--- src/sv/tfsp_pkg.sv ---
// ============================================================================
// tfsp_pkg
// Shared types, widths, reset values and codes of the target-follow steering
// planner.
// ============================================================================
package tfsp_pkg;

    // Field widths
    localparam int unsigned ANGLE_W   = 16;
    localparam int unsigned BAND_W    = 14;
    localparam int unsigned WORD_W    = 16;
    localparam int unsigned TIME_W    = 32;
    localparam int unsigned DT_W      = 10;
    localparam int unsigned STEER_W   = 16;
    localparam int unsigned MODE_W    = 2;

    // Stream payload widths, padded to whole bytes
    localparam int unsigned S_TDATA_W = 96;
    localparam int unsigned M_TDATA_W = 24;

    // Configuration port
    localparam int unsigned CFG_ADDR_W = 3;
    localparam int unsigned CFG_DATA_W = 16;

    // Shared multiplier operand and product widths
    localparam int unsigned MUL_W  = 17;
    localparam int unsigned PROD_W = 2 * MUL_W;

    // Defaults of the top-level parameters
    localparam int unsigned OUT_DEADBAND_DEF = 328;
    localparam int unsigned DT_BITS_DEF      = 10;

    // Full-scale steer, Q1.14
    localparam logic [STEER_W-1:0] STEER_ONE = 16'd16384;

    // Register reset values
    localparam logic [BAND_W-1:0] FRONT_FOV_RST    = 14'd3217;
    localparam logic [BAND_W-1:0] ANGLE_DB_RST     = 14'd123;
    localparam logic [BAND_W-1:0] MAX_BEARING_RST  = 14'd12868;
    localparam logic [WORD_W-1:0] STEER_GAIN_RST   = 16'd9102;
    localparam logic [WORD_W-1:0] DECAY_RST        = 16'd65323;
    localparam logic [WORD_W-1:0] HOLD_TIME_RST    = 16'd400;
    localparam logic [WORD_W-1:0] STALE_TIME_RST   = 16'd300;
    localparam logic [WORD_W-1:0] RATE_LIMIT_RST   = 16'd49;

    typedef enum logic [CFG_ADDR_W-1:0] {
        CFG_FRONT_FOV      = 3'd0,
        CFG_ANGLE_DEADBAND = 3'd1,
        CFG_MAX_BEARING    = 3'd2,
        CFG_STEER_GAIN     = 3'd3,
        CFG_DECAY_PER_MS   = 3'd4,
        CFG_HOLD_TIME      = 3'd5,
        CFG_STALE_TIME     = 3'd6,
        CFG_RATE_LIMIT     = 3'd7
    } cfg_idx_t;

    typedef enum logic [MODE_W-1:0] {
        MODE_CENTER = 2'd0,
        MODE_TRACK  = 2'd1,
        MODE_HOLD   = 2'd2
    } mode_t;

    typedef enum logic [3:0] {
        ST_IDLE,
        ST_MODE,
        ST_GAIN,
        ST_DEC_R,
        ST_DEC_B,
        ST_DEC_BW,
        ST_HOLD_MUL,
        ST_HOLD_FIN,
        ST_RATE_FIN
    } state_t;

    // Mode decision handed from the mode logic to the sequencer
    typedef struct packed {
        mode_t mode;
        logic  seen;
    } mode_dec_t;

endpackage

--- src/sv/tfsp_mul.sv ---
// ============================================================================
// tfsp_mul
// Shared unsigned multiplier with a registered product.
// ============================================================================
module tfsp_mul (
    input  logic                        clk,
    input  logic [tfsp_pkg::MUL_W-1:0]  a,
    input  logic [tfsp_pkg::MUL_W-1:0]  b,
    output logic [tfsp_pkg::PROD_W-1:0] p
);
    import tfsp_pkg::*;

    logic [PROD_W-1:0] p_reg;

    // The product is taken in the cycle after the operands are presented.
    always_ff @(posedge clk)
    begin
        p_reg <= PROD_W'(a) * PROD_W'(b);
    end

    assign p = p_reg;

endmodule

--- src/sv/tfsp_mode.sv ---
// ============================================================================
// tfsp_mode
// Staleness check and mode transition of one control tick.
// ============================================================================
module tfsp_mode (
    input  logic                        tgt_present,
    input  logic [tfsp_pkg::TIME_W-1:0] sample_stamp,
    input  logic [tfsp_pkg::TIME_W-1:0] now_time,
    input  tfsp_pkg::mode_t             mode_cur,
    input  logic [tfsp_pkg::TIME_W-1:0] last_seen,
    input  logic [tfsp_pkg::WORD_W-1:0] hold_time,
    input  logic [tfsp_pkg::WORD_W-1:0] stale_time,
    output tfsp_pkg::mode_dec_t         dec
);
    import tfsp_pkg::*;

    logic [TIME_W-1:0] age;
    logic [TIME_W-1:0] since;
    logic              stale;
    mode_t             mode_in;
    mode_t             mode_out;

    // An age with the top bit set is a stamp from the future, which is not stale.
    assign age   = now_time - sample_stamp;
    assign since = now_time - last_seen;
    assign stale = (sample_stamp == '0) ||
                   ((age > TIME_W'(stale_time)) && !age[TIME_W-1]);

    assign mode_in = stale ? MODE_HOLD : mode_cur;

    always_comb
    begin
        unique case (mode_in)
            MODE_CENTER: mode_out = tgt_present ? MODE_TRACK : MODE_CENTER;
            MODE_TRACK:  mode_out = tgt_present ? MODE_TRACK : MODE_HOLD;
            default:
            begin
                if (tgt_present)
                    mode_out = MODE_TRACK;
                else if (since > TIME_W'(hold_time))
                    mode_out = MODE_CENTER;
                else
                    mode_out = MODE_HOLD;
            end
        endcase
    end

    assign dec.mode = mode_out;
    assign dec.seen = tgt_present && !stale;

endmodule

--- src/sv/target_follow_steering_planner_core.sv ---
// ============================================================================
// target_follow_steering_planner_core
// Target-follow steering planner: one steering command per control tick.
// ============================================================================
// Usage:
//   Each item on the s_ stream is one control tick. s_tuser carries the
//   target-present flag; s_tdata carries bearing, sample stamp, current time
//   and elapsed milliseconds. For every accepted item exactly one item leaves
//   on the m_ stream with the steering command and the resulting mode.
//   The block works on one tick at a time and holds s_tready low meanwhile.
//   All multiplications run through one shared 17x17 multiplier under a
//   small sequencer. In center mode and for a target outside the field of
//   view or inside the deadband it goes from the mode state straight to the
//   rate-limit state; a bearing scaled by the gain passes the gain state
//   first; in hold mode the decay is raised to the power of the low DT_BITS
//   bits of dt_ms, one bit at a time up to the highest set bit, each bit
//   taking a multiply and a squaring, before the last steer is scaled.
//   s_tready rises together with m_tvalid. The finished command sits in an
//   output register, so a stalled receiver does not block the next tick;
//   only the write of the next result waits. Configuration registers are
//   written through cfg_wr_en, cfg_addr and cfg_wdata; the user must do so
//   only while the block is idle, which the block does not enforce. Reset
//   returns all configuration registers to their defaults, the mode to
//   center, the last-seen time and the steer to zero.
// ============================================================================
module target_follow_steering_planner_core #(
    parameter int unsigned OUT_DEADBAND = tfsp_pkg::OUT_DEADBAND_DEF,
    parameter int unsigned DT_BITS      = tfsp_pkg::DT_BITS_DEF
) (
    input  logic                            clk,
    input  logic                            rst_n,
    // Input ticks
    input  logic                            s_tvalid,
    output logic                            s_tready,
    // s_tdata, lowest bit up: target_angle[15:0], sample_stamp[47:16],
    // now_time[79:48], dt_ms[89:80], zero pad[95:90]
    input  logic [tfsp_pkg::S_TDATA_W-1:0]  s_tdata,
    // s_tuser: has_target
    input  logic                            s_tuser,
    // Result items
    output logic                            m_tvalid,
    input  logic                            m_tready,
    // m_tdata, lowest bit up: steer[15:0], mode_now[17:16], zero pad[23:18]
    output logic [tfsp_pkg::M_TDATA_W-1:0]  m_tdata,
    // Configuration write port
    input  logic                            cfg_wr_en,
    input  logic [tfsp_pkg::CFG_ADDR_W-1:0] cfg_addr,
    input  logic [tfsp_pkg::CFG_DATA_W-1:0] cfg_wdata
);
    import tfsp_pkg::*;

    // Only the low bits of dt_ms that the decay power covers take part.
    localparam int unsigned DT_USE = (DT_BITS < DT_W) ? DT_BITS : DT_W;
    localparam int unsigned IDX_W  = $clog2(DT_USE);
    localparam int unsigned RND_W  = PROD_W + 1;
    localparam int unsigned EXT_W  = 28;

    // ------------------------------------------------------------------
    // Configuration registers
    // ------------------------------------------------------------------
    logic [BAND_W-1:0] front_fov_reg;
    logic [BAND_W-1:0] angle_db_reg;
    logic [BAND_W-1:0] max_bearing_reg;
    logic [WORD_W-1:0] steer_gain_reg;
    logic [WORD_W-1:0] decay_reg;
    logic [WORD_W-1:0] hold_time_reg;
    logic [WORD_W-1:0] stale_time_reg;
    logic [WORD_W-1:0] rate_limit_reg;

    always_ff @(posedge clk or negedge rst_n)
    begin
        if (!rst_n)
        begin
            front_fov_reg   <= FRONT_FOV_RST;
            angle_db_reg    <= ANGLE_DB_RST;
            max_bearing_reg <= MAX_BEARING_RST;
            steer_gain_reg  <= STEER_GAIN_RST;
            decay_reg       <= DECAY_RST;
            hold_time_reg   <= HOLD_TIME_RST;
            stale_time_reg  <= STALE_TIME_RST;
            rate_limit_reg  <= RATE_LIMIT_RST;
        end
        else if (cfg_wr_en)
        begin
            unique case (cfg_idx_t'(cfg_addr))
                CFG_FRONT_FOV:      front_fov_reg   <= cfg_wdata[BAND_W-1:0];
                CFG_ANGLE_DEADBAND: angle_db_reg    <= cfg_wdata[BAND_W-1:0];
                CFG_MAX_BEARING:    max_bearing_reg <= cfg_wdata[BAND_W-1:0];
                CFG_STEER_GAIN:     steer_gain_reg  <= cfg_wdata;
                CFG_DECAY_PER_MS:   decay_reg       <= cfg_wdata;
                CFG_HOLD_TIME:      hold_time_reg   <= cfg_wdata;
                CFG_STALE_TIME:     stale_time_reg  <= cfg_wdata;
                CFG_RATE_LIMIT:     rate_limit_reg  <= cfg_wdata;
            endcase
        end
    end

    // ------------------------------------------------------------------
    // Sequencer and datapath registers
    // ------------------------------------------------------------------
    state_t                    state_reg, state_next;

    // Latched tick
    logic                      has_reg, has_next;
    logic signed [ANGLE_W-1:0] angle_reg, angle_next;
    logic [TIME_W-1:0]         stamp_reg, stamp_next;
    logic [TIME_W-1:0]         now_reg, now_next;
    logic [DT_USE-1:0]         dt_reg, dt_next;

    // Persistent planner state
    mode_t                     mode_reg, mode_next;
    logic [TIME_W-1:0]         last_seen_reg, last_seen_next;
    logic signed [STEER_W-1:0] prev_reg, prev_next;

    // Working registers
    logic signed [STEER_W-1:0] cmd_reg, cmd_next;
    logic                      neg_reg, neg_next;
    logic [MUL_W-1:0]          r_reg, r_next;
    logic [WORD_W-1:0]         base_reg, base_next;
    logic [IDX_W-1:0]          idx_reg, idx_next;

    // Output register
    logic                      out_valid_reg, out_valid_next;
    logic signed [STEER_W-1:0] out_steer_reg, out_steer_next;
    mode_t                     out_mode_reg, out_mode_next;

    always_ff @(posedge clk or negedge rst_n)
    begin
        if (!rst_n)
        begin
            state_reg     <= ST_IDLE;
            mode_reg      <= MODE_CENTER;
            last_seen_reg <= '0;
            prev_reg      <= '0;
            out_valid_reg <= 1'b0;
        end
        else
        begin
            state_reg     <= state_next;
            mode_reg      <= mode_next;
            last_seen_reg <= last_seen_next;
            prev_reg      <= prev_next;
            out_valid_reg <= out_valid_next;
        end
    end

    always_ff @(posedge clk)
    begin
        has_reg       <= has_next;
        angle_reg     <= angle_next;
        stamp_reg     <= stamp_next;
        now_reg       <= now_next;
        dt_reg        <= dt_next;
        cmd_reg       <= cmd_next;
        neg_reg       <= neg_next;
        r_reg         <= r_next;
        base_reg      <= base_next;
        idx_reg       <= idx_next;
        out_steer_reg <= out_steer_next;
        out_mode_reg  <= out_mode_next;
    end

    // ------------------------------------------------------------------
    // Mode decision
    // ------------------------------------------------------------------
    mode_dec_t dec;

    tfsp_mode u_mode (
        .tgt_present  (has_reg),
        .sample_stamp (stamp_reg),
        .now_time     (now_reg),
        .mode_cur     (mode_reg),
        .last_seen    (last_seen_reg),
        .hold_time    (hold_time_reg),
        .stale_time   (stale_time_reg),
        .dec          (dec)
    );

    // ------------------------------------------------------------------
    // Shared multiplier
    // ------------------------------------------------------------------
    logic [MUL_W-1:0]  mul_a;
    logic [MUL_W-1:0]  mul_b;
    logic [PROD_W-1:0] mul_p;

    tfsp_mul u_mul (
        .clk (clk),
        .a   (mul_a),
        .b   (mul_b),
        .p   (mul_p)
    );

    // Product with the rounding offsets of Q0.16 and of the gain scaling.
    logic [RND_W-1:0] rnd16;
    logic [RND_W-1:0] rnd10;

    assign rnd16 = RND_W'(mul_p) + RND_W'(32768);
    assign rnd10 = RND_W'(mul_p) + RND_W'(512);

    // ------------------------------------------------------------------
    // Bearing clamp and field-of-view tests
    // ------------------------------------------------------------------
    logic signed [ANGLE_W-1:0] bear_lim;
    logic signed [ANGLE_W-1:0] bear_clamp;
    logic [ANGLE_W-1:0]        bear_abs;
    logic [BAND_W-1:0]         bear_mag;
    logic                      out_of_fov;
    logic                      in_band;

    assign bear_lim = $signed(ANGLE_W'(max_bearing_reg));

    always_comb
    begin
        if (angle_reg > bear_lim)
            bear_clamp = bear_lim;
        else if (angle_reg < -bear_lim)
            bear_clamp = -bear_lim;
        else
            bear_clamp = angle_reg;
    end

    // After the clamp the magnitude never exceeds the 14-bit limit.
    assign bear_abs   = bear_clamp[ANGLE_W-1] ? ANGLE_W'(-bear_clamp) : ANGLE_W'(bear_clamp);
    assign bear_mag   = bear_abs[BAND_W-1:0];
    assign out_of_fov = bear_mag > front_fov_reg;
    assign in_band    = bear_mag <= angle_db_reg;

    // ------------------------------------------------------------------
    // Decay loop helpers and previous-steer magnitude
    // ------------------------------------------------------------------
    logic              more_bits;
    logic [14:0]       prev_abs;
    logic [DT_USE-1:0] dt_rest;

    // Further set bits of dt above the current one still need a squared base.
    assign dt_rest   = (dt_reg >> idx_reg) >> 1;
    assign more_bits = |dt_rest;
    assign prev_abs  = prev_reg[STEER_W-1] ? 15'(-prev_reg) : 15'(prev_reg);

    // ------------------------------------------------------------------
    // Gain scaling and decay results
    // ------------------------------------------------------------------
    logic [RND_W-11:0]         gain_raw;
    logic [14:0]               gain_sat;
    logic [14:0]               hold_mag;

    assign gain_raw = rnd10[RND_W-1:10];
    assign gain_sat = (gain_raw > (RND_W-10)'(STEER_ONE)) ? 15'(STEER_ONE) : gain_raw[14:0];
    assign hold_mag = rnd16[30:16];

    // ------------------------------------------------------------------
    // Rate limit and output deadband
    // ------------------------------------------------------------------
    logic signed [EXT_W-1:0]   prev_ext;
    logic signed [EXT_W-1:0]   ds;
    logic signed [EXT_W-1:0]   maxds;
    logic signed [EXT_W-1:0]   limited;
    logic signed [STEER_W-1:0] shaped;
    logic [STEER_W:0]          shaped_abs;
    logic signed [STEER_W-1:0] final_steer;

    assign prev_ext = EXT_W'(prev_reg);
    assign ds       = EXT_W'(cmd_reg) - prev_ext;
    assign maxds    = $signed(EXT_W'(mul_p[25:0]));

    always_comb
    begin
        priority if (dt_reg == '0)
            limited = prev_ext;
        else if (ds > maxds)
            limited = prev_ext + maxds;
        else if (ds < -maxds)
            limited = prev_ext - maxds;
        else
            limited = EXT_W'(cmd_reg);
    end

    assign shaped      = limited[STEER_W-1:0];
    assign shaped_abs  = shaped[STEER_W-1] ? (STEER_W+1)'(-(STEER_W+1)'(shaped))
                                           : (STEER_W+1)'(shaped);
    assign final_steer = (shaped_abs < (STEER_W+1)'(OUT_DEADBAND)) ? '0 : shaped;

    logic out_free;

    assign out_free = !out_valid_reg || m_tready;

    // ------------------------------------------------------------------
    // Next state
    // ------------------------------------------------------------------
    always_comb
    begin
        state_next = state_reg;
        unique case (state_reg)
            ST_IDLE:
            begin
                if (s_tvalid)
                    state_next = ST_MODE;
            end
            ST_MODE:
            begin
                priority if (dec.mode == MODE_HOLD)
                    state_next = ST_DEC_R;
                else if (dec.mode == MODE_TRACK && !out_of_fov && !in_band)
                    state_next = ST_GAIN;
                else
                    state_next = ST_RATE_FIN;
            end
            ST_GAIN:     state_next = ST_RATE_FIN;
            ST_DEC_R:    state_next = ST_DEC_B;
            ST_DEC_B:    state_next = more_bits ? ST_DEC_BW : ST_HOLD_MUL;
            ST_DEC_BW:   state_next = ST_DEC_R;
            ST_HOLD_MUL: state_next = ST_HOLD_FIN;
            ST_HOLD_FIN: state_next = ST_RATE_FIN;
            ST_RATE_FIN:
            begin
                if (out_free)
                    state_next = ST_IDLE;
            end
            default:     state_next = ST_IDLE;
        endcase
    end

    // ------------------------------------------------------------------
    // Datapath and outputs
    // ------------------------------------------------------------------
    always_comb
    begin
        has_next       = has_reg;
        angle_next     = angle_reg;
        stamp_next     = stamp_reg;
        now_next       = now_reg;
        dt_next        = dt_reg;
        mode_next      = mode_reg;
        last_seen_next = last_seen_reg;
        prev_next      = prev_reg;
        cmd_next       = cmd_reg;
        neg_next       = neg_reg;
        r_next         = r_reg;
        base_next      = base_reg;
        idx_next       = idx_reg;
        out_steer_next = out_steer_reg;
        out_mode_next  = out_mode_reg;
        out_valid_next = out_valid_reg && !m_tready;
        // By default the multiplier forms the rate-limit step, which the
        // final state reads; it stays stable while that state waits.
        mul_a          = MUL_W'(rate_limit_reg);
        mul_b          = MUL_W'(dt_reg);

        unique case (state_reg)
            ST_IDLE:
            begin
                if (s_tvalid)
                begin
                    has_next   = s_tuser;
                    angle_next = $signed(s_tdata[15:0]);
                    stamp_next = s_tdata[47:16];
                    now_next   = s_tdata[79:48];
                    dt_next    = s_tdata[80 +: DT_USE];
                end
            end
            ST_MODE:
            begin
                mode_next = dec.mode;
                if (dec.seen)
                    last_seen_next = now_reg;
                unique case (dec.mode)
                    MODE_TRACK:
                    begin
                        priority if (out_of_fov)
                        begin
                            mode_next = MODE_HOLD;
                            cmd_next  = prev_reg;
                        end
                        else if (in_band)
                            cmd_next = '0;
                        else
                        begin
                            mul_a    = MUL_W'(bear_mag);
                            mul_b    = MUL_W'(steer_gain_reg);
                            neg_next = bear_clamp[ANGLE_W-1];
                        end
                    end
                    MODE_HOLD:
                    begin
                        r_next    = MUL_W'(65536);
                        base_next = decay_reg;
                        idx_next  = '0;
                    end
                    default: cmd_next = '0;
                endcase
            end
            ST_GAIN:
            begin
                cmd_next = neg_reg ? -$signed(STEER_W'(gain_sat))
                                   : $signed(STEER_W'(gain_sat));
            end
            ST_DEC_R:
            begin
                mul_a = r_reg;
                mul_b = MUL_W'(base_reg);
            end
            ST_DEC_B:
            begin
                if (dt_reg[idx_reg])
                    r_next = rnd16[32:16];
                mul_a = MUL_W'(base_reg);
                mul_b = MUL_W'(base_reg);
            end
            ST_DEC_BW:
            begin
                base_next = rnd16[31:16];
                idx_next  = idx_reg + 1'b1;
            end
            ST_HOLD_MUL:
            begin
                mul_a = MUL_W'(prev_abs);
                mul_b = r_reg;
            end
            ST_HOLD_FIN:
            begin
                cmd_next = prev_reg[STEER_W-1] ? -$signed(STEER_W'(hold_mag))
                                               : $signed(STEER_W'(hold_mag));
            end
            ST_RATE_FIN:
            begin
                if (out_free)
                begin
                    prev_next      = final_steer;
                    out_steer_next = final_steer;
                    out_mode_next  = mode_reg;
                    out_valid_next = 1'b1;
                end
            end
            default:
            begin
            end
        endcase
    end

    assign s_tready = (state_reg == ST_IDLE);
    assign m_tvalid = out_valid_reg;
    assign m_tdata  = {(M_TDATA_W - STEER_W - MODE_W)'(0), out_mode_reg, out_steer_reg};

endmodule

--- config.mk ---
export PLATFORM = sky130hd
export DESIGN_NAME = target_follow_steering_planner_core
export DESIGN_NICKNAME = d
export VERILOG_FILES = /design/src/sv/tfsp_pkg.sv /design/src/sv/tfsp_mul.sv /design/src/sv/tfsp_mode.sv /design/src/sv/target_follow_steering_planner_core.sv
export SDC_FILE = /design/constraint.sdc
export NUM_CORES = 2
export LEC_CHECK = 0
export ABC_AREA = 1
export BUFFER_PORTS_ARGS = -buffer_cell sky130_fd_sc_hd__buf_2
export CAP_MARGIN = 5
export CORE_UTILIZATION = 45
export CTS_CLUSTER_SIZE = 30
export DETAILED_ROUTE_END_ITERATION = 8
export PLACE_DENSITY_LB_ADDON = 0.08
export SETUP_SLACK_MARGIN = 0.15
export SYNTH_ARGS = -nofsm -noshare
export SYNTH_HDL_FRONTEND = slang
export SYNTH_SLANG_ARGS = --single-unit
--- constraint.sdc ---
create_clock -name clk -period 14.4 [get_ports clk]
set_input_delay 2.16 -clock clk [delete_from_list [all_inputs] [get_ports clk]]
set_output_delay 2.16 -clock clk [all_outputs]
set_load 0.03 [all_outputs]
Yosys cells after proc, flatten, opt, wreduce, memory -nomap -nowiden
Cells that the tools add are included.

cells by class
  order comparisons = 11
  shift-type cells = 1
  multiplexer cells = 49
  $mul = 1
  equality and inequality tests = 24
  add/sub/neg operators = 15
  reductions and logical operators = 40
  bitwise gates (word level) = 2

operator list
  kind                                                                               count
  16-bit 2-to-1 mux                                                                  17
  17-bit one-hot mux with 4 select lines                                             1
  32-bit by 16-bit greater-than comparator with 1-bit output                         2
  16-bit one-hot mux with 2 select lines                                             2
  32-bit subtractor                                                                  2
  17-bit 2-to-1 mux                                                                  3
  17-bit one-hot mux with 3 select lines                                             1
  16-bit one-hot mux with 3 select lines                                             1
  34-bit by 10-bit adder with 35-bit output, second input constant                   1
  17-bit by 17-bit multiplier with 34-bit output                                     1
  17-bit one-hot mux with 2 select lines                                             1
  33-bit by 16-bit adder with 33-bit output, second input constant                   1
  32-bit zero test                                                                   1
  15-bit negator with 16-bit output                                                  2
  4-bit one-hot mux with 8 select lines                                              1
  15-bit 2-to-1 mux                                                                  2
  17-bit by 28-bit less-than comparator with 1-bit output                            1
  26-bit negator with 28-bit output                                                  1
  17-bit by 27-bit greater-than comparator with 1-bit output                         1
  2-bit AND reduction                                                                13
  25-bit by 15-bit greater-than comparator with 1-bit output, second input constant  1
  4-bit 2-to-1 mux                                                                   5
  17-bit by 9-bit less-than comparator with 1-bit output, second input constant      1
  16-bit negator with 17-bit output                                                  1
  44 further kinds                                                                   80

word-level totals
  output and inout bits = 26
  register bits after elaboration = 374
  bits of input ports = 121

Longest topological paths before layout
  depth after elaboration = 13
  gate-level depth with buffers = 74
  mapped depth without buffers = 72

Modules after synthesis
Synthesis repeated with hierarchy kept, for this count alone.

second synthesis, totals
  cells, all modules = 5539
  area total of the unflattened synthesis = 39897.0 um^2

modules (own cells, without submodules)
  module                               area an instance (um^2)  seq. area each (um^2)  times used  cells an instance
  target_follow_steering_planner_core  22952.0                  9380.2                 1           2878
  tfsp_mul                             11138.2                  680.7                  1           1525
  tfsp_mode                            5806.8                   0.0                    1           1136

Worst setup path before layout
No wires, ideal clock.

  path kind = register to register
  from = register max_bearing_reg[1]
  to = register u_mul.p_reg[30], in the netlist u_mul.p[30]
  slack = 3.399 ns
  stages on the path, launching flop included = 64
  clock period less this slack = 11.001 ns
  arrival time = 10.875 ns
  cell sequence = dfrtp_1 > inv_1 > ha_1 > nand4_1 > nor3_1 > nand3_1 > nor2_1 > nand2_1 > xor2_1 > inv_1 > ha_1 > nand3_1 > inv_1 > a211oi_2 > nand3_1 > nand2_1 > buf_2 > nand3_1 > [... 28 more ...] > fa_1 > inv_1 > fa_1 > fa_1 > inv_1 > ha_1 > a21o_1 > a21oi_1 > o21ai_0 > a21oi_1 > o21ai_0 > a21boi_0 > inv_1 > a21oi_1 > o21bai_1 > a21oi_1 > o21ai_0 > xor2_1

on the way
  cells in the longest elaborated chain, start to end = 12
  elaborated cells between the ends (all ways) = 18
  classes of those cells = add/sub (2); mul (1); order compare (4); mux (11)

ends and longest elaborated chain
  item                                                                                              RTL line                                                                                RTL
  start: declaration                                                                                target_follow_steering_planner_core.sv:63                                               logic [BAND_W-1:0] max_bearing_reg;
  start signal: assignment                                                                          target_follow_steering_planner_core.sv:88                                               CFG_MAX_BEARING: max_bearing_reg <= cfg_wdata[BAND_W-1:0];
  14-bit negator with 16-bit output                                                                 target_follow_steering_planner_core.sv:216, target_follow_steering_planner_core.sv:217
  16-bit less-than comparator                                                                       target_follow_steering_planner_core.sv:216                                              else if (angle_reg < -bear_lim)
  16-bit 2-to-1 mux                                                                                 target_follow_steering_planner_core.sv:216
  16-bit 2-to-1 mux *                                                                               target_follow_steering_planner_core.sv:214                                              if (angle_reg > bear_lim)
  14-bit negator                                                                                    target_follow_steering_planner_core.sv:223                                              assign bear_abs = bear_clamp[ANGLE_W-1] ? ANGLE_W'(-bear_clamp) : ANGLE_W'(bear_clamp);
  14-bit 2-to-1 mux *                                                                               target_follow_steering_planner_core.sv:223
  14-bit less-or-equal comparator                                                                   target_follow_steering_planner_core.sv:226                                              assign in_band = bear_mag <= angle_db_reg;
  16-bit 2-to-1 mux                                                                                 target_follow_steering_planner_core.sv:374                                              else if (in_band)
  16-bit 2-to-1 mux                                                                                 target_follow_steering_planner_core.sv:369                                              priority if (out_of_fov)
  16-bit 2-to-1 mux                                                                                 target_follow_steering_planner_core.sv:366                                              unique case (dec.mode)
  17-bit one-hot mux with 4 select lines or 17-bit one-hot mux with 3 select lines (tied branches)  target_follow_steering_planner_core.sv:349                                              unique case (state_reg)
  17-bit by 17-bit multiplier with 34-bit output *                                                  tfsp_mul.sv:18                                                                          p_reg <= PROD_W'(a) * PROD_W'(b);
  end signal: assignment                                                                            tfsp_mul.sv:18
  end: declaration                                                                                  tfsp_mul.sv:13                                                                          logic [PROD_W-1:0] p_reg;

Every way passes the cells marked *; elsewhere a longest branch is shown, timed or not.
A chain may end at the register's enable or synchronous reset.

Worst setup path after layout
Same ends and word-level chain as after synthesis.

==> reports/summary.txt <==
status = finished clean
RR Startpoint = max_bearing_reg[1]$_DFFE_PN0P_
maxcap violations = 0
pin count of the biggest net entering global routing = 79
Clock Latency Late Sink = 0.63 ns
dominant synthesized flop cell = edfxtp_1
Die Wd = 290 µm
slowest stage delay, CP = 0.54 ns
Clock transition at path regs = 0.06 ns
Synthesis Warnings = 0
RSZ-0062 raised after global routing = no
gr usage total = 28.9%
P&R area growth vs syn = 9.64%
endpoints failing setup = 0
FF-to-FF path depth = 66
synthesized cell area = 37400 µm²
Post-synth EDFFs = 163
Initial Util = 45.5%
crit end category = register
RePlAce Congestion = 0.973
Slew @ Worst Pin = 1.24 ns
Vias = 32900
RR Endpoint = u_mul.p[30]$_DFF_P_
CTS max path bufs = 3
Hold EP = out_mode_reg[1]$_DFFE_PP_
first-pass GRT wire length = 188000 µm
Filler cells = 8303
antenna viol nets, final = 0
number of port buffers = 134
Max stage delay cell, worst path = fa_1
syn_area_per_cell = 7.68 µm²
Slew headroom = 17.0%
ys async rst share = 47.3%
first-pass iteration count of the detailed router = 6
min Tclk post-route = 13.19 ns
vias per inst = 5.38
clk sinks = 374
HP Class = reg2reg
Cells after Synth = 4866
worst hold start = mode_reg[1]$_DFFE_PN0P_
number of flip-flops in the largest register = 34
Core Rows = 105
initial antenna violation count = 1
CTS tree = done
Final Hold Fails = 0
Critical Path AT = 13.65 ns
root buffer cell = clkbuf_16
share of cells above drive strength 1 = 8.18%
io pins = 147
die span in y = 290 µm
grt total ovfl = 0
WL per Instance = 20.0 µm
Core ar. = 82100 µm²
Synth Register Bits = 374
DRT Wirelength = 122000 µm
vias in the first global route = 31900
critical path data required time = 14.86 ns
H-tree Lvls = 2
period utilisation layout = 91.6%
flop2flop setup slack = 1.21 ns
fmax = 0.0758 GHz
clk_skew = 0.0568 ns
Residual DRC = 0
setup TNS = 0 ns
WHS Path Cells = 0
Most Frequent Cell on Critical Path = nand2_1
Num CTS Buffers = 48
Max Transition Viols Final = 0
Setup Buffers After CTS = 0
post-synthesis cell type count = 69
Final nets = 5714
WS Path Type = reg2reg
sequential share of the synthesized area = 26.9%
die area = 84200 µm²
n_diodes = 0
CP max FO = 27
Worst Setup Start Kind = register
DR iter-0 viols = 2681
DP HPWL = 98600 µm
-- layout by cell type (no fill, tap or decap), drive strengths merged, types with 163 or more instances in the layout --
cell / n
a21oi: 299
buf: 185
edfxtp: 163
fa: 229
ha: 370
inv: 875
nand2: 1017
nand3: 283
nor2: 457
o21ai: 337
-- timing repair --
item                                    CTS  global route
resized for setup                         0             8
endpoints found under the setup margin    0             5
hold endpoints to repair                  0             0
hold buffers                              0             0
-- cell type report --
type / instances / area, µm² / share of cell area, %
multi-input combinational: 3513 / 23600 / 57.5
sequential: 374 / 10100 / 24.6
inverter: 872 / 3280 / 8.00
tap: 1070 / 1340 / 3.27
clock buffer: 60 / 1320 / 3.21
timing repair buffer: 185 / 1060 / 2.59
clock inverter: 30 / 358 / 0.874
-- metrics by stage --
stage / utilization (%) / worst slack (ns) / cell area [µm²] / hold slack (ns) / cells
global route: 49.9 / 0.184 / 41000 / 0.479 / 6104
CTS: 49.8 / 1.13 / 40900 / 0.460 / 6104
finish: 49.9 / 1.21 / 41000 / 0.462 / 6104
detailed placement: 47.8 / 1.19 / 39300 / 0.447 / 6014
global placement: 47.8 / 1.30 / 39300 / 0.440 / 6014
floorplan: - / 3.40 / 37400 / 0.425 / 4873
-- critical path: cells and delay by family (launching register included) --
family	cells	cell delay, ns
simple gates	26	3.55
flops	1	0.40
xor+xnor	1	0.16
compound gates	17	3.62
fa+ha+maj	11	4.12
buf+inv	11	1.14
-- per-layer routing --
metal | vias up | global-route usage (%) | routed length, µm
met5 | - | 0 | 0
met4 | 0 | 8.63 | 3820
met3 | 185 | 2.77 | 6510
met2 | 977 | 45.9 | 54400
met1 | 15700 | 41.5 | 57100
li1 | 16000 | - | -
-- how the worst max path moves through the flow --
stage / startpoint / cells after the start / slack, ns / end
2_1_floorplan: max_bearing_reg[1]$_DFFE_PN0P_ / 63 / 3.40 / u_mul.p[30]$_DFF_P_
3_5_place_dp: max_bearing_reg[1]$_DFFE_PN0P_ / 63 / 1.19 / u_mul.p[30]$_DFF_P_
5_1_grt: max_bearing_reg[0]$_DFFE_PN0P_ / 71 / 0.18 / u_mul.p[33]$_DFF_P_
3_3_place_gp: max_bearing_reg[1]$_DFFE_PN0P_ / 63 / 1.30 / u_mul.p[30]$_DFF_P_
4_1_cts: max_bearing_reg[1]$_DFFE_PN0P_ / 63 / 1.13 / u_mul.p[30]$_DFF_P_
6_report: max_bearing_reg[1]$_DFFE_PN0P_ / 66 / 1.21 / u_mul.p[30]$_DFF_P_
-- kinds of logic after synthesis --
family	count (synthesis)	synth area share (%)
buf+inv	986	10.3
compound gates	790	11.9
simple gates	1931	21.9
fa+ha+maj	599	24.7
mux	1	0.0301
xor+xnor	184	4.33
flops	374	26.9
other cells	1	0.0100
-- cell usage after synthesis, drive strengths merged (4+ instances only) --
cell	n	area (µm²)
nor2	457	1790
xnor2	42	368
a21oi	299	1510
a22oi	10	88.8
dfxtp	34	681
o221ai	12	105
nor4	19	134
dfrtp	132	3300
dfstp	45	1180
xor2	142	1250
a211oi	10	80.1
o21bai	11	82.6
o211ai	22	165
inv	866	3250
ha	370	4630
a221oi	14	123
clkbuf	66	249
nand3b	12	90.1
o21a	8	60.1
nor3	64	340
buf	48	313
fa	229	4580
nand3	283	1470
o31ai	8	65.1
or2	11	68.8
nand4	66	413
a21boi	6	45.0
o21ai	337	1720
a31oi	20	125
nand2	1017	3860
o2111ai	4	35.0
a21o	15	113
clkinv	6	22.5
edfxtp	163	4890
Power is not shown: default switching activity piles up to over one toggle a cycle in this logic, so the estimate is an artifact.
